File: config.mk
export PLATFORM = sky130hd
export DESIGN_NAME = tmps_sequencer
export DESIGN_NICKNAME = d
export VERILOG_FILES = /design/src/design/tmps_pkg.sv /design/src/design/tmps_sequencer.sv
export SDC_FILE = /design/constraint.sdc
export NUM_CORES = 1
export LEC_CHECK = 0
export BUFFER_PORTS_ARGS = -buffer_cell sky130_fd_sc_hd__buf_2
export CAP_MARGIN = 5
export CORE_UTILIZATION = 50
export CTS_CLUSTER_DIAMETER = 30
export CTS_CLUSTER_SIZE = 24
export DETAILED_ROUTE_END_ITERATION = 8
export PLACE_DENSITY = 0.72
export SYNTH_ARGS = -nofsm -noshare
export SYNTH_HDL_FRONTEND = slang
export SYNTH_SLANG_ARGS = --single-unit
File: constraint.sdc
create_clock -name clock -period 2.9 [get_ports clock]
set_input_delay 0.145 -clock clock [delete_from_list [all_inputs] [get_ports clock]]
set_output_delay 0.145 -clock clock [all_outputs]
set_load 0.02 [all_outputs]
File: src/design/tmps_pkg.sv
`timescale 1ns / 1ps
`default_nettype none
package tmps_pkg;

   localparam int MAX_ROWS_DEF    = 256;
   localparam int VALUE_WIDTH_DEF = 16;
   localparam int ROW_COUNT_W     = 9;
   localparam int SUM_W           = 24;

   localparam logic [ROW_COUNT_W-1:0] ROW_COUNT_RESET = ROW_COUNT_W'(1);
   localparam logic signed [SUM_W-1:0] SUM_MAX = {1'b0, {(SUM_W-1){1'b1}}};
   localparam logic signed [SUM_W-1:0] SUM_MIN = {1'b1, {(SUM_W-1){1'b0}}};

   // position of one element within the triangle
   typedef struct packed {
      logic first_row;
      logic left_edge;
      logic right_edge;
      logic last_row;
   } tmps_flags_type;

endpackage
`default_nettype wire

File: src/design/tmps_sequencer.sv
`timescale 1ns / 1ps
`default_nettype none
module tmps_sequencer #(
   parameter int MAX_ROWS = 256
) (
   input  wire logic                                  clock,
   input  wire logic                                  reset,
   input  wire logic                                  csr_wen,
   input  wire logic [tmps_pkg::ROW_COUNT_W-1:0]      csr_wdata,
   input  wire logic                                  accept,
   output logic      [$clog2(MAX_ROWS)-1:0]           column,
   output tmps_pkg::tmps_flags_type                   flags
);
   import tmps_pkg::*;

   localparam int IW   = $clog2(MAX_ROWS);
   localparam int CMPW = (IW + 1 > ROW_COUNT_W) ? IW + 1 : ROW_COUNT_W;

   logic [ROW_COUNT_W-1:0] row_count_ff, row_count_in;
   logic [IW-1:0]          row_ff, row_in;
   logic [IW-1:0]          col_ff, col_in;
   logic [CMPW-1:0]        rows_eff;

   always_comb begin
      if (row_count_ff == '0) begin
         rows_eff = CMPW'(1);
      end else if (CMPW'(row_count_ff) > CMPW'(MAX_ROWS)) begin
         rows_eff = CMPW'(MAX_ROWS);
      end else begin
         rows_eff = CMPW'(row_count_ff);
      end
   end

   always_comb begin
      flags.first_row  = (row_ff == '0);
      flags.left_edge  = (col_ff == '0);
      flags.right_edge = (col_ff == row_ff);
      flags.last_row   = (CMPW'(row_ff) + CMPW'(1)) >= rows_eff;
   end

   assign column = col_ff;

   always_comb begin
      row_count_in = csr_wen ? csr_wdata : row_count_ff;
      row_in       = row_ff;
      col_in       = col_ff;
      if (accept) begin
         if (flags.right_edge) begin
            col_in = '0;
            row_in = flags.last_row ? '0 : row_ff + IW'(1);
         end else begin
            col_in = col_ff + IW'(1);
         end
      end
   end

   always_ff @(posedge clock) begin
      if (reset) begin
         row_count_ff <= ROW_COUNT_RESET;
         row_ff       <= '0;
         col_ff       <= '0;
      end else begin
         row_count_ff <= row_count_in;
         row_ff       <= row_in;
         col_ff       <= col_in;
      end
   end

`ifndef SYNTHESIS
   a_col_within_row: assert property (@(posedge clock) disable iff (reset)
      col_ff <= row_ff)
      else $error("column past end of row");
`endif

endmodule
`default_nettype wire

==> impl_summary.txt <==
----------------------------------------------------
[Placement]
  Final weighted congestion in routability-driven placement ... 0.847
  Placed wire-length estimate ... 2420 um
  Placed Cells ... 226
  Port bufs ... 24

[Synthesis]
  Main area contributors after synthesis ... sky130_fd_sc_hd__dfxtp_1 33%, sky130_fd_sc_hd__ha_1 11%, sky130_fd_sc_hd__xnor2_1 8.1%
  Share of async-settable or async-resettable flops after synthesis ... 0%
  Count of state elements after synthesis ... 25
  Post-synth top area share ... 33.1%
  Cell area after synthesis ... 1510 um2
  Primary FF master, synth ... sky130_fd_sc_hd__dfxtp_1
  Cells after Synth ... 176
  Synth area leader ... sky130_fd_sc_hd__dfxtp_1
  Count leader, synth ... sky130_fd_sc_hd__dfxtp_1
  Sequential area share after synthesis ... 33.1%
  Post-synth cell types ... 33
  Most frequent cells after synthesis ... 25 x sky130_fd_sc_hd__dfxtp_1, 21 x sky130_fd_sc_hd__nor2_1, 14 x sky130_fd_sc_hd__xnor2_1
  Count of flip-flops with a built-in enable after synthesis ... 0
  Synthesized area per cell ... 8.59 um2
  Count of synthesis-stage warnings from yosys ... 0
  Synthesized Nets ... 202

[Worst setup path]
  CP Cell Sequence ... ha_2 > nand2_1 > nor3_4 > xnor2_1 > ha_1 > a21oi_1 > o21ai_0 > a211oi_2 > buf_4 > inv_1 > buf_2
  Data required time of the worst path ... 2.76 ns
  Critical Path Start Type ... flop
  Worst flop-to-flop path startpoint ... row_ff[1]
  Crit path arrival time ... 2.56 ns
  Number of cells on the worst reg-to-reg path ... 12
  Crit. Startpoint ... row_ff[1]
  Critical Setup Path Class ... reg -> out
  Critical Path Fanout Max ... 5
  Longest individual stage delay on the worst path ... 0.40 ns
  Crit path depth ... 11
  Cell family contributing the most delay on the critical path ... compound AO/OA/AOI/OAI gates
  Crit-path slowest cell ... sky130_fd_sc_hd__dfxtp_2
  Setup crit end kind ... output port
  Buf/Inv on CP ... 3

[STA]
  Final setup vio count ... 0
  Fmax ... 0.370 GHz
  Pin slew with the least headroom to its limit ... 0.411 ns
  RSZ-0062 raised after global routing ... false
  Relative slew slack ... 72.6%
  Final TNS setup ... 0 ns
  Final critical-path share of the clock period ... 93.2%
  Hold violation count in the final report ... 0
  Max-slew violations ... 0
  Final setup skew ... 0.00676 ns
  Min Tclk post-route ... 2.70 ns

[CTS]
  Cts bufs inserted ... 3
  Number of buffers between clock root and the deepest sink ... 2
  Number of clock sinks ... 25
  Count of hold buffers inserted by post-cts repair ... 0
  Reg clk slew, reported paths ... 0.15 ns
  Clock tree root driver cell ... sky130_fd_sc_hd__clkbuf_4
  TritonCTS clock tree ... built
  H-tree levels ... 1
  Clk Latency, worst-skew pair ... 0.33 ns

[Pwr]
  Leak ... 0.764 nW
  Comb power frac ... 41.9%
  Fraction of power spent switching nets ... 38.8%
  Worst vdd rail ir drop ... 0.395 mV
  Power share of the clock group ... 17.2%
  Part of the total power dissipated in sequential elements ... 40.9%
  Total power density per cell area ... 577 nW/um2
  Net switching power ... 0.384 mW
  Cell internal power dissipation ... 0.605 mW

[GRT]
  Pin count of the biggest net entering global routing ... 17
  Wire length of the first global-routing pass ... 5340 um
  Initial antenna violation count ... 0
  Total GRT Usage ... 21.1%
  Sum of overflow across all layers after global routing ... 0
  Vias in the first global route ... 1253

[Detailed routing]
  Avg Vias per Cell ... 5.59
  Detailed-router iteration count before antenna repair ... 6
  Routed wirelength normalized by instance count ... 14.0 um
  Remaining DRCs ... 2
  Routed Antenna Nets ... 0
  Total routed wirelength ... 3240 um
  Vias after detailed routing ... 1297
  Drt initial violations ... 57

[Final layout]
  Antenna diode instance count ... 0
  Layout Cells excl Fill ... 232
  Net total in the final layout ... 228
  Reg area ... 509 um2
  Final-layout fill cell count ... 260
  Ratio of cells with drive above 1 in the final layout ... 21.9%
  Footprint of the multi-input gates ... 938 um2
  Area added between synthesis and finish ... 13.5%

[Worst hold path]
  Worst Hold Depth ... 3
  Type of the worst min-delay path ... in -> reg
  Worst hold path startpoint ... csr_wdata[0]

[Flow run]
  Number of max-cap violations ... 0

[Floorplanning]
  Initial Util ... 53.9%
  Die ar. ... 3250 um2
  Horizontal die dimension ... 57.0 um
  Ports ... 25
  Rows ... 19
  Core Area ... 2810 um2
  Vertical die dimension ... 57.0 um

[Status]
  Violations in the final reports ... DRC
  Result of the run ... finished with violations

----------------------------------------------------
[cells in the final DEF, fill, tap and decap left out, types with 5 or more instances in the layout]
master / Yosys / layout
sky130_fd_sc_hd__a21oi_1: 5 / 5
sky130_fd_sc_hd__buf_2: 2 / 24
sky130_fd_sc_hd__dfxtp_1: 25 / 20
sky130_fd_sc_hd__ha_1: 13 / 12
sky130_fd_sc_hd__inv_1: 12 / 12
sky130_fd_sc_hd__mux2i_1: 11 / 11
sky130_fd_sc_hd__nand2_1: 13 / 13
sky130_fd_sc_hd__nand2b_1: 5 / 5
sky130_fd_sc_hd__nand3_1: 7 / 6
sky130_fd_sc_hd__nand4_1: 9 / 9
sky130_fd_sc_hd__nor2_1: 21 / 21
sky130_fd_sc_hd__xnor2_1: 14 / 14
sky130_fd_sc_hd__xor2_1: 7 / 7
[power groups by stage]
stage          sequential, mW  clock [mW]  combinational (mW)
5_1_grt                 0.411       0.193               0.459
2_1_floorplan           0.404           0               0.289
6_report                0.405       0.170               0.415
3_3_place_gp            0.404           0               0.386
4_1_cts                 0.398       0.175               0.400
3_5_place_dp            0.405           0               0.396
[sequential cells by signal, indices dropped and copies added, names as in the netlist]
signal,flops
row_count_ff,9
column,8
row_ff,8
[final cells by class]
cell class                      instances  area share [%]
Clock buffer                            3            1.31
Clock inverter                          1           0.510
Inverter                               13            2.84
Multi-Input combinational cell        131            54.7
Sequential cell                        25            29.7
Tap cell                               31            2.26
Timing Repair Buffer                   28            8.75
[kinds of logic after synthesis]
family          Yosys count  share of synthesized area, %
xor+xnor                 21                          12.2
flops                    25                          33.1
simple gates             71                          24.3
fa+ha+maj                13                          10.8
compound gates           15                          6.29
mux                      11                          7.28
buf+inv                  20                          6.12
[worst paths after layout]
| check | to | slack (ns) |
|---|---|---|
| worst max-delay path | flags[0] | 0.20 |
| worst min-delay path | row_count_ff[0] | 0.03 |
| worst max register to register | row_ff[2] | 0.34 |
| worst min register to register | row_count_ff[0] | 0.51 |
[stage by stage]
stage | setup WS (ns) | cell area, um2 | hold WS (ns) | power [mW] | util [%]
detailed placement | 0.268 | 1640 | 0.381 | 0.802 | 58.6
CTS | 0.00440 | 1680 | 0.0253 | 0.973 | 59.9
floorplan | 0.507 | 1510 | 0.214 | 0.694 | -
finish | 0.198 | 1720 | 0.0281 | 0.990 | 61.2
global route | 0.0530 | 1720 | 0.0170 | 1.06 | 61.2
global placement | 0.436 | 1640 | 0.362 | 0.789 | 58.6
[routing by layer]
layer,vias to the layer above,global-route usage [%],wire (um)
met5,-,0,0
met3,6,5.44,122
met4,0,6.62,46
met1,609,25.3,1510
met2,27,36.8,1560
li1,655,-,-
[worst reg2reg max path, cell delays in order, from the launching register on]
cell                       delay [ns]
sky130_fd_sc_hd__dfxtp_2         0.40
sky130_fd_sc_hd__ha_2            0.23
sky130_fd_sc_hd__nand2_1         0.11
sky130_fd_sc_hd__nor3_4          0.24
sky130_fd_sc_hd__xnor2_1         0.15
sky130_fd_sc_hd__ha_1            0.27
sky130_fd_sc_hd__a21oi_1         0.16
sky130_fd_sc_hd__o21ai_0         0.12
sky130_fd_sc_hd__a211oi_2        0.23
sky130_fd_sc_hd__buf_4           0.15
sky130_fd_sc_hd__buf_4           0.15
sky130_fd_sc_hd__nand4b_1        0.11
sky130_fd_sc_hd__a31oi_1         0.18
[what timing repair did]
action	4_1_cts	5_1_grt
gates resized for setup	1	9
endpoints found under the hold margin	0	0
cloned	0	0
setup endpoints to repair	1	1
buffers inserted	0	2
Power figures use the tool's default switching activity.
