## src/design/tmps_pkg.sv

```systemverilog
`timescale 1ns / 1ps
`default_nettype none
package tmps_pkg;

   localparam int MAX_ROWS_DEF    = 256;
   localparam int VALUE_WIDTH_DEF = 16;
   localparam int ROW_COUNT_W     = 9;
   localparam int SUM_W           = 24;

   localparam logic [ROW_COUNT_W-1:0] ROW_COUNT_RESET = ROW_COUNT_W'(1);
   localparam logic signed [SUM_W-1:0] SUM_MAX = {1'b0, {(SUM_W-1){1'b1}}};
   localparam logic signed [SUM_W-1:0] SUM_MIN = {1'b1, {(SUM_W-1){1'b0}}};

   // position of one element within the triangle
   typedef struct packed {
      logic first_row;
      logic left_edge;
      logic right_edge;
      logic last_row;
   } tmps_flags_type;

endpackage
`default_nettype wire

```

## src/design/tmps_datapath.sv

```systemverilog
`timescale 1ns / 1ps
`default_nettype none
module tmps_datapath #(
   parameter int MAX_ROWS    = 256,
   parameter int VALUE_WIDTH = 16
) (
   input  wire logic                                 clock,
   input  wire logic                                 reset,
   input  wire logic                                 accept,
   input  wire logic signed [VALUE_WIDTH-1:0]        element,
   input  wire logic [$clog2(MAX_ROWS)-1:0]          column,
   input  wire tmps_pkg::tmps_flags_type             flags,
   input  wire logic [tmps_pkg::SUM_W-1:0]           ram_rd_data,
   output logic                                      ram_wr_en,
   output logic [$clog2(MAX_ROWS)-1:0]               ram_wr_addr,
   output logic [tmps_pkg::SUM_W-1:0]                ram_wr_data,
   output logic                                      in_ready,
   output logic                                      rsp_tvalid,
   input  wire logic                                 rsp_tready,
   output logic [tmps_pkg::SUM_W-1:0]                rsp_tdata   // min_total
);
   import tmps_pkg::*;

   localparam int IW = $clog2(MAX_ROWS);
   localparam int SW = ((VALUE_WIDTH > SUM_W) ? VALUE_WIDTH : SUM_W) + 1;
   localparam logic signed [SW-1:0] HI = SW'(SUM_MAX);
   localparam logic signed [SW-1:0] LO = SW'(SUM_MIN);

   logic                          s_valid_ff, s_valid_in;
   logic signed [VALUE_WIDTH-1:0] s_elem_ff;
   logic [IW-1:0]                 s_addr_ff;
   tmps_flags_type                s_flags_ff;
   logic                          byp_ff, byp_in;
   logic signed [SUM_W-1:0]       byp_data_ff;
   logic signed [SUM_W-1:0]       ul_ff, ul_in;
   logic signed [SUM_W-1:0]       best_ff, best_in;
   logic                          rsp_valid_ff, rsp_valid_in;
   logic signed [SUM_W-1:0]       rsp_data_ff;

   logic signed [SUM_W-1:0] old_here;
   logic signed [SUM_W-1:0] parent;
   logic signed [SW-1:0]    sum_wide;
   logic signed [SUM_W-1:0] sum;
   logic                    emit;
   logic                    advance;

   assign old_here = byp_ff ? byp_data_ff : $signed(ram_rd_data);

   always_comb begin
      if (s_flags_ff.first_row) begin
         parent = '0;
      end else if (s_flags_ff.left_edge) begin
         parent = old_here;
      end else if (s_flags_ff.right_edge) begin
         parent = ul_ff;
      end else begin
         parent = (ul_ff < old_here) ? ul_ff : old_here;
      end
      sum_wide = SW'(parent) + SW'(s_elem_ff);
      if (sum_wide > HI) begin
         sum = SUM_MAX;
      end else if (sum_wide < LO) begin
         sum = SUM_MIN;
      end else begin
         sum = sum_wide[SUM_W-1:0];
      end
   end

   assign emit     = s_valid_ff && s_flags_ff.right_edge && s_flags_ff.last_row;
   assign advance  = s_valid_ff && !(emit && rsp_valid_ff && !rsp_tready);
   assign in_ready = !s_valid_ff || advance;

   assign ram_wr_en   = advance;
   assign ram_wr_addr = s_addr_ff;
   assign ram_wr_data = sum;

   always_comb begin
      s_valid_in   = accept ? 1'b1 : (advance ? 1'b0 : s_valid_ff);
      byp_in       = accept ? (advance && (s_addr_ff == column)) : byp_ff;
      ul_in        = ul_ff;
      best_in      = best_ff;
      rsp_valid_in = rsp_valid_ff && !rsp_tready;
      if (advance) begin
         ul_in = s_flags_ff.right_edge ? '0 : old_here;
         if (s_flags_ff.last_row && (s_flags_ff.left_edge || sum < best_ff)) begin
            best_in = sum;
         end
         if (emit) begin
            rsp_valid_in = 1'b1;
         end
      end
   end

   always_ff @(posedge clock) begin
      if (reset) begin
         s_valid_ff   <= 1'b0;
         byp_ff       <= 1'b0;
         ul_ff        <= '0;
         best_ff      <= '0;
         rsp_valid_ff <= 1'b0;
      end else begin
         s_valid_ff   <= s_valid_in;
         byp_ff       <= byp_in;
         ul_ff        <= ul_in;
         best_ff      <= best_in;
         rsp_valid_ff <= rsp_valid_in;
      end
      if (accept) begin
         s_elem_ff   <= element;
         s_addr_ff   <= column;
         s_flags_ff  <= flags;
         byp_data_ff <= sum;
      end
      if (advance && emit) begin
         rsp_data_ff <= best_in;
      end
   end

   assign rsp_tvalid = rsp_valid_ff;
   assign rsp_tdata  = rsp_data_ff;

`ifndef SYNTHESIS
   a_emit_at_end: assert property (@(posedge clock) disable iff (reset)
      $rose(rsp_valid_ff) |-> $past(s_flags_ff.right_edge && s_flags_ff.last_row))
      else $error("result raised away from end of triangle");
   a_stall_holds: assert property (@(posedge clock) disable iff (reset)
      s_valid_ff && !advance |=> s_valid_ff && $stable(s_addr_ff) && $stable(best_ff))
      else $error("stalled word lost or state moved");
   a_left_addr: assert property (@(posedge clock) disable iff (reset)
      s_valid_ff && s_flags_ff.left_edge |-> s_addr_ff == '0)
      else $error("left edge word not at column zero");
   a_first_row: assert property (@(posedge clock) disable iff (reset)
      s_valid_ff && s_flags_ff.first_row |-> s_flags_ff.left_edge && s_flags_ff.right_edge)
      else $error("top row holds more than one word");
`endif

endmodule
`default_nettype wire

```

## config.mk

```make
export PLATFORM = sky130hd
export DESIGN_NAME = tmps_datapath
export DESIGN_NICKNAME = d
export VERILOG_FILES = /design/src/design/tmps_pkg.sv /design/src/design/tmps_datapath.sv
export SDC_FILE = /design/constraint.sdc
export NUM_CORES = 1
export LEC_CHECK = 0
export BUFFER_PORTS_ARGS = -buffer_cell sky130_fd_sc_hd__buf_2
export CAP_MARGIN = 10
export CORE_MARGIN = 2
export CORE_UTILIZATION = 56
export CTS_CLUSTER_SIZE = 10
export DETAILED_ROUTE_END_ITERATION = 10
export GPL_ROUTABILITY_DRIVEN = 0
export PLACE_DENSITY = 0.79
export SETUP_SLACK_MARGIN = 0.02
export SYNTH_ARGS = -nofsm -noshare
export SYNTH_HDL_FRONTEND = slang
export SYNTH_SLANG_ARGS = --single-unit
```

## constraint.sdc

```tcl
create_clock -name clock -period 15.1 [get_ports clock]
set_clock_uncertainty 0.1 [all_clocks]
set_input_delay 4.53 -clock clock [delete_from_list [all_inputs] [get_ports clock]]
set_output_delay 4.53 -clock clock [all_outputs]
set_load 0.01 [all_outputs]
```

==> results.yml, run 1 <==
timing:
  post-route-period-util_pct: 97.5
  finalSetupTns_ns: 0
  rsz0062_at_grt: "no"
  period_needed_ns: 14.73
  finalSetupViolations: 0
  max_freq_mhz: 67.9
  fin_ws_ns: 0.370
  slew_headroom_pct: 28.6
  hold_viol: 0
  final-max-slew-violation-count: 0
  worst_pin_slew_ns: 1.07
grt:
  grt_pass1_wl_mm: 30.6
  grt_pass1_vias: 5994
  grt.overflow.total: 0
  grt_max_degree: 54
  grt_usage_pct: 27.2
  grt_antenna_before_repair: 0
cts:
  clk_latency_ns: 0.42
  cts_sinks: 127
  cts_setup_buffers: 0
  cts_buffers: 17
  root_buffer: "clkbuf_16"
  h-tree-depth: 4
  ctsResizeCount: 0
  cts_tree: "yes"
  ctsHoldBuffers: 0
  path_clk_slew_ns: 0.05
  cts_buffer_depth: 2
die:
  core_area_mm2: 0.0132
  dieHeight_um: 121
  initial_core_util_pct: 57.5
  dieArea_mm2: 0.0145
  rows: 42
  pin_count: 115
  die_w_um: 121
power:
  powerDensity_mw_per_mm2: 144
  cellLeakagePower_nw: 3.74
  vdd_drop_max_v: 0.0000972
logic_synthesis:
  synthArstFlopShare_pct: 0
  netlist_area_mm2: 0.00761
  synthDistinctLibCells: 72
  synth_edf_count: 76
  syn-num-nets: 852
  syn_avg_cell_area_um2: 10.5
  yosys_register_bits: 127
  syn_inst: 725
  yosysWarnings: 0
  ys_seq_area_share_pct: 43.4
  synth_ff_type: "edfxtp_1"
setup_path:
  crit_fanout: 20
  critPathCapture: "ram_wr_data[15]"
  cp-end-kind: "output port"
  r2r_slack_ns: 5.62
  cp-start-kind: "primary input"
  crit_arrival_ns: 10.10
  r2r_start: "byp_ff"
  worst-r2r-cell-count: 31
  r2r-end: "best_ff[1]"
  critPathRequiredTime_ns: 10.47
  critical_path_class: "primary input to output port"
  crit_start: "ram_rd_data[6]"
route:
  drc: 0
  drtIter0Drc: 464
  dr_total_vias: 6056
  drtAntennaViolNets: 0
  drt-total-wl_mm: 19.1
  vias_per_cell: 5.93
  wl_per_cell_um: 18.7
  drtPass1Iterations: 6
placement:
  numPortBuffers: 114
  hpwlAfterDp_mm: 13.8
  dp_slack_ns: 0.569
layout:
  areaGrowthSynthToFinish_pct: 16.9
  drive_above_1_share_pct: 23.8
  final_util_pct: 67.2
  diodes: 0
  finalNetCount: 959
status:
  status: "complete, no violations"
flow_run:
  maxCapViolations: 0
min_path:
  min_path_type: "register to register"
through the flow:
| step | hold WS, ns | power [W] | instance area, um2 | instances |
|---|---|---|---|---|
| 2_1_floorplan | 0.382 | 0.000716 | 7610 | 725 |
| 3_3_place_gp | 0.399 | 0.000833 | 8280 | 989 |
| 3_5_place_dp | 0.410 | 0.000853 | 8280 | 989 |
| 4_1_cts | 0.427 | 0.00128 | 8900 | 1021 |
| 5_1_grt | 0.443 | 0.00134 | 8900 | 1021 |
| 6_report | 0.433 | 0.00128 | 8900 | 1021 |
placed cells by master (no fill, tap or decap), drive strengths merged, types with 2 or more instances in the layout:
cell type	count
buf	123
edfxtp	76
ha	70
a21oi	68
nor2	68
dfxtp	51
inv	37
o21ai	34
nand2	31
a211oi	31
nor3	28
mux2i	26
mux2	23
nor2b	21
clkbuf	19
xnor2	18
a21o	16
nand4	12
xor2	9
nand2b	8
o211ai	8
and2b	6
nand3	5
a311oi	4
maj3	4
clkinvlp	4
clkinv	4
and3	3
a2111oi	3
a31oi	3
bufinv	3
nor3b	2
and4	2
o21bai	2
o21a	2
a21boi	2
sequential cells by signal, indices dropped and copies added (netlist names):
name,count
rsp_tdata,24
s_flags_ff,4
s_valid_ff,1
best_ff,24
ul_ff,24
ram_wr_addr,8
byp_data_ff,24
byp_ff,1
rsp_tvalid,1
s_elem_ff,16
layout make-up:
type                       instances  area (um2)
inverter                          35         131
sequential                       127        3300
clock buffer                      19         453
clock inverter                    13         161
tap                              176         220
timing repair buffer             123         638
multi-input combinational        528        3990
fill                            1013        4350
routing by layer:
layer	up-vias	routed length, um	global-route usage (%)
met5	-	0	0
met4	0	476	9.74
met3	45	1490	7.17
met2	265	9040	43.3
met1	2853	8100	35.8
li1	2893	-	-
critical path, stage by stage:
cell and delay, ns:
buf_2 0.11, mux2i_1 0.22, ha_1 0.22, o21ai_0 0.13, a2111oi_0 0.58, a221oi_1 0.18, o21ai_2 0.63, buf_4 0.36
nor2_1 0.06, a211oi_1 0.24, ha_1 0.35, a21oi_1 0.21, nor2_1 0.08, a211oi_1 0.46, o21ai_4 0.16, a21o_4 0.25
xnor2_4 0.28, nor2_4 0.15, o21ai_0 0.63, buf_2 0.26
report_power, final:
group | total [W] | switching (W) | leakage [nW] | internal, W
Sequential | 0.000440 | 0.0000225 | 1.17 | 0.000418
Clock | 0.000420 | 0.000152 | 0.292 | 0.000268
Combinational | 0.000420 | 0.000258 | 2.28 | 0.000162
Yosys cell counts, types with 12 or more instances:
| cell | n | share of area (%) |
|---|---|---|
| nor2b_1 | 18 | 1.5 |
| o21ai_0 | 23 | 1.5 |
| inv_1 | 34 | 1.7 |
| nand2_1 | 30 | 1.5 |
| dfxtp_1 | 51 | 13 |
| nor2_1 | 67 | 3.3 |
| ha_1 | 70 | 12 |
| mux2_4 | 19 | 3.7 |
| xnor2_1 | 17 | 2.0 |
| a21o_1 | 15 | 1.5 |
| edfxtp_1 | 76 | 30 |
| mux2i_1 | 26 | 3.4 |
| a211oi_1 | 28 | 2.8 |
| nor3_1 | 28 | 1.8 |
| a21oi_1 | 66 | 4.3 |
| clkbuf_1 | 15 | 0.74 |
| nand4_1 | 12 | 0.99 |
how the worst min path moves through the flow:
stage,start,end,cells past startpoint
2_1_floorplan,ul_ff[0],ul_ff[0],2
3_3_place_gp,ul_ff[6],ul_ff[6],2
3_5_place_dp,ul_ff[0],ul_ff[0],2
4_1_cts,ul_ff[0],ul_ff[0],2
5_1_grt,ul_ff[12],ul_ff[12],2
6_report,ul_ff[3],ul_ff[3],2
kinds of logic (layout without fill, tap and decap cells):
group | Yosys count | count (layout) | synth area share, %
fa+ha+maj | 75 | 75 | 12.3
xor+xnor | 27 | 27 | 3.35
mux | 49 | 49 | 7.76
compound gates | 186 | 186 | 16.3
simple gates | 191 | 191 | 12.6
flops | 127 | 127 | 43.4
buf+inv | 70 | 190 | 4.27
No activity file was read; power rests on OpenSTA's default activity.
==> run 2: changes to the inputs <==
- ABC_AREA: not set -> 1
- PLACE_DENSITY: 0.79 -> 0.78
- SETUP_SLACK_MARGIN: 0.02 -> 0.2
==> results.yml, run 2 <==
status:
  status: "complete, no violations"
grt:
  grt_antenna_before_repair: 0
  grt_max_degree: 55
  grt_usage_pct: 26.0
  grt.overflow.total: 0
  grt_pass1_vias: 5979
  grt_pass1_wl_mm: 30.0
route:
  vias_per_cell: 5.27
  drtPass1Iterations: 5
  drt-total-wl_mm: 18.6
  drtIter0Drc: 468
  dr_total_vias: 6435
  wl_per_cell_um: 15.2
  drtAntennaViolNets: 0
  drc: 0
min_path:
  min_to: "ul_ff[0]"
  min_path_type: "register to register"
  hold_depth: 2
  hp-start: "ul_ff[0]"
logic_synthesis:
  yosysMostFrequentCell: "nand2_1"
  synth_top_cell_area_share_pct: 29.0
  synth_edf_count: 76
  yosys-top-cells-area: "edfxtp_1, dfxtp_1, ha_1"
  syn_inst: 919
  syn-num-nets: 1046
  synth_common_cells: "nand2_1, inv_1, a21oi_1"
  synthDistinctLibCells: 39
  synth_ff_type: "edfxtp_1"
  ys_seq_area_share_pct: 41.9
  netlist_area_mm2: 0.00788
  synthArstFlopShare_pct: 0
  yosysTopAreaCell: "edfxtp_1"
  syn_avg_cell_area_um2: 8.57
  yosys_register_bits: 127
  yosysWarnings: 0
setup_path:
  critical_path.slowest_cell: "o21ai_2"
  cp_top_family: "simple AND/OR/NAND/NOR gates"
  r2r_slack_ns: 6.82
  worst-r2r-cell-count: 42
  r2r_start: "byp_ff"
  crit_buf_inv: 7
  cp-end-kind: "output port"
  crit_fanout: 21
  cp_common_cell: "nand2_1"
  cp-start-kind: "primary input"
  critical_path_class: "primary input to output port"
  cpPeakStageDelay_ns: 0.52
  crit_arrival_ns: 9.47
  critPathRequiredTime_ns: 10.47
  r2r-end: "rsp_tdata[23]"
cts:
  ctsHoldBuffers: 0
  cts_sinks: 127
  cts_setup_buffers: 0
  root_buffer: "clkbuf_16"
  clk_latency_ns: 0.43
  cts_buffers: 17
  path_clk_slew_ns: 0.06
  cts_tree: "yes"
  ctsResizeCount: 0
  h-tree-depth: 4
  cts_buffer_depth: 2
timing:
  period_needed_ns: 14.10
  finalSetupTns_ns: 0
  worst_pin_slew_ns: 0.718
  final-max-slew-violation-count: 0
  finalSetupViolations: 0
  post-route-period-util_pct: 93.4
  holdWs_ns: 0.377
  slew_headroom_pct: 52.1
  hold_viol: 0
  max_freq_mhz: 70.9
  rsz0062_at_grt: "no"
layout:
  regArea_mm2: 0.00330
  multiInputGateArea_mm2: 0.00395
  drive_above_1_share_pct: 23.4
  diodes: 0
  finalNetCount: 1155
  fin_cells: 1221
  areaGrowthSynthToFinish_pct: 16.8
  nFillCells: 1135
  final_common_cell: "nand2_1"
  final_util_pct: 66.6
  final_cell_mix: "nand2_1, inv_1, buf_2"
power:
  intPower_w: 0.000825
  p_seq_share_pct: 34.5
  p_switching_w: 0.000434
  cellLeakagePower_nw: 4.23
  switching_share_pct: 34.5
  combPwrFrac_pct: 31.6
  clkPwrFrac_pct: 33.9
  vdd_drop_max_v: 0.0000882
  powerDensity_mw_per_mm2: 137
die:
  core_area_mm2: 0.0138
  dieHeight_um: 123
  die_w_um: 123
  rows: 43
  pin_count: 115
  initial_core_util_pct: 57.0
  dieArea_mm2: 0.0150
placement:
  place_inst: 1189
  numPortBuffers: 114
  hpwlAfterDp_mm: 13.6
flow_run:
  maxCapViolations: 0
==> run 2: power by group through the flow <==
| stage | registers (W) | logic, W | clock network [W] |
|---|---|---|---|
| after floorplan | 0.000431 | 0.000282 | 0 |
| after global placement | 0.000440 | 0.000382 | 0 |
| after detailed placement | 0.000441 | 0.000391 | 0 |
| after CTS | 0.000434 | 0.000397 | 0.000429 |
| after global routing | 0.000437 | 0.000450 | 0.000444 |
| final | 0.000435 | 0.000397 | 0.000427 |
==> run 2: layer usage <==
layer  global-route usage (%)  wire length (um)
met3                     6.04              1380
met4                     7.61               301
met1                     37.3              8610
met5                        0                 0
met2                     39.3              8330
==> run 2: tightest hold or removal path, stage by stage, from the launching register on <==
cell and delay [ns]:
dfxtp_1 0.31, nand2_1 0.06, a21oi_1 0.05
==> run 2: final cells by class <==
class                      count  share of cell area, %
inverter                     127                   5.18
clock inverter                12                   1.71
timing repair buffer         123                   6.93
multi-input combinational    632                   42.9
sequential                   127                   35.9
clock buffer                  20                   4.96
tap                          180                   2.45
==> run 2: per-stage QoR <==
stage | cell area (um2) | worst slack, ns | total power [W]
CTS | 9200 | 1.09 | 0.00126
global route | 9200 | 0.455 | 0.00133
finish | 9200 | 1.00 | 0.00126
detailed placement | 8590 | 1.11 | 0.000832
global placement | 8590 | 1.26 | 0.000822
floorplan | 7880 | 2.18 | 0.000713
==> run 2: how the worst max path moves through the flow <==
stage	startpoint	endpoint	slack, ns	cells after the start
after global placement	ram_rd_data[17]	ram_wr_data[6]	1.26	29
after CTS	ram_rd_data[23]	ram_wr_data[15]	1.09	31
after floorplan	ram_rd_data[11]	ram_wr_data[22]	2.18	28
after global routing	ram_rd_data[23]	ram_wr_data[13]	0.46	31
after detailed placement	ram_rd_data[23]	ram_wr_data[7]	1.11	31
final	ram_rd_data[23]	ram_wr_data[6]	1.00	31
==> run 2: logic make-up (layout without fill, tap and decap cells) <==
| logic type | count (synthesis) | count (layout) | share of synthesized area [%] |
|---|---|---|---|
| AO/OA/AOI/OAI | 148 | 148 | 10.3 |
| XOR/XNOR | 30 | 30 | 3.33 |
| buffers and inverters | 160 | 282 | 8.11 |
| flip-flops | 127 | 127 | 41.9 |
| adder cells (fa/ha/maj) | 71 | 71 | 11.4 |
| AND/OR/NAND/NOR | 360 | 360 | 22.0 |
| multiplexers | 23 | 23 | 2.92 |
==> run 3: changes to the inputs <==
- ABC_AREA: 1 -> not set
- PLACE_DENSITY: 0.78 -> 0.79
==> results.yml, run 3 (same netlist as run 1, synthesis figures left out) <==
setup_path:
  r2r_slack_ns: 5.70
  cp-start-kind: "primary input"
  cp-end-kind: "output port"
  crit_fanout: 20
  crit_start: "ram_rd_data[6]"
  worst-r2r-cell-count: 31
  crit_arrival_ns: 9.98
  critPathRequiredTime_ns: 10.47
  r2r_start: "byp_ff"
  critical_path_class: "primary input to output port"
  r2r-end: "best_ff[1]"
layout:
  finalNetCount: 959
  final_cell_mix: "buf_2, edfxtp_1, ha_1"
  diodes: 0
  final_util_pct: 67.2
  final_common_cell: "buf_2"
  drive_above_1_share_pct: 23.8
  fin_cells: 1021
  areaGrowthSynthToFinish_pct: 17.0
power:
  powerDensity_mw_per_mm2: 144
  cellLeakagePower_nw: 3.74
  vdd_drop_max_v: 0.0000970
cts:
  ctsHoldBuffers: 0
  h-tree-depth: 4
  path_clk_slew_ns: 0.05
  cts_sinks: 127
  clk_latency_ns: 0.42
  cts_buffer_depth: 2
  root_buffer: "clkbuf_16"
  cts_tree: "yes"
  cts_buffers: 17
grt:
  grt_antenna_before_repair: 0
  grt_pass1_wl_mm: 30.6
  grt_max_degree: 54
  grt.overflow.total: 0
  grt_pass1_vias: 5994
  grt_usage_pct: 27.2
min_path:
  min_to: "ul_ff[3]"
  hp-start: "ul_ff[3]"
  hold_depth: 2
  min_path_type: "register to register"
timing:
  worst_pin_slew_ns: 1.08
  finalSetupViolations: 0
  max_freq_mhz: 68.4
  period_needed_ns: 14.61
  finalSetupTns_ns: 0
  hold_viol: 0
  final-max-slew-violation-count: 0
  rsz0062_at_grt: "yes"
  holdWs_ns: 0.432
  slew_headroom_pct: 28.2
  post-route-period-util_pct: 96.8
route:
  drc: 0
  wl_per_cell_um: 18.7
  drtAntennaViolNets: 0
  vias_per_cell: 5.92
  dr_total_vias: 6046
  drtIter0Drc: 472
  drtPass1Iterations: 5
  drt-total-wl_mm: 19.1
die:
  dieHeight_um: 121
  pin_count: 115
  rows: 42
  initial_core_util_pct: 57.5
  core_area_mm2: 0.0132
  die_w_um: 121
  dieArea_mm2: 0.0145
placement:
  numPortBuffers: 114
  hpwlAfterDp_mm: 13.8
  place_inst: 989
status:
  status: "complete, no violations"
flow_run:
  maxCapViolations: 0
run 3: area by class of cell:
class	count	area [um2]
multi-input combinational	528	4000
tap	176	220
fill	1013	4340
clock buffer	19	453
timing repair buffer	123	638
clock inverter	13	161
sequential	127	3300
inverter	35	131
run 3: through the flow:
step           setup WS [ns]  cell area, um2  power (W)
2_1_floorplan           1.62            7610   0.000716
4_1_cts                0.558            8900    0.00128
3_3_place_gp           0.850            8280   0.000833
5_1_grt               0.0849            8900    0.00134
6_report               0.487            8900    0.00128
3_5_place_dp           0.569            8280   0.000853
run 3: worst max-delay path, cell delays in order:
cell and delay, ns:
buf_2 0.11, mux2i_1 0.22, ha_1 0.22, o21ai_0 0.13
a2111oi_0 0.52, a221oi_1 0.17, o21ai_2 0.62, buf_4 0.35
nor2_1 0.06, a211oi_1 0.24, ha_1 0.36, a21oi_1 0.21
nor2_1 0.08, a211oi_1 0.45, o21ai_4 0.16, a21o_4 0.25
xnor2_4 0.28, nor2_4 0.15, o21ai_0 0.61, buf_2 0.25
run 3: how the worst max path moves through the flow:
stage	cells after the start	end	slack (ns)
3_5_place_dp	22	ram_wr_data[4]	0.57
3_3_place_gp	22	ram_wr_data[4]	0.85
4_1_cts	22	ram_wr_data[4]	0.56
6_report	20	ram_wr_data[15]	0.49
2_1_floorplan	23	ram_wr_data[19]	1.62
5_1_grt	22	ram_wr_data[17]	0.08
run 3: what timing repair did:
item,4_1_cts,5_1_grt
setup endpoints to repair,0,15
resized for setup,0,3
buffers inserted,0,0
run 3: metal layers:
| layer | GRT usage, % | vias to the layer above | wire (um) |
|---|---|---|---|
| met5 | 0 | - | 0 |
| li1 | - | 2898 | - |
| met4 | 9.74 | 0 | 495 |
| met1 | 35.8 | 2834 | 8210 |
| met3 | 7.17 | 43 | 1470 |
| met2 | 43.3 | 271 | 8950 |
run 3: power by group:
| group | switching (W) | internal, W | leakage (nW) | total (W) |
|---|---|---|---|---|
| Sequential | 0.0000224 | 0.000418 | 1.17 | 0.000440 |
| Clock | 0.000152 | 0.000268 | 0.292 | 0.000420 |
| Combinational | 0.000259 | 0.000163 | 2.29 | 0.000422 |
| Total | 0.000433 | 0.000849 | 3.74 | 0.00128 |
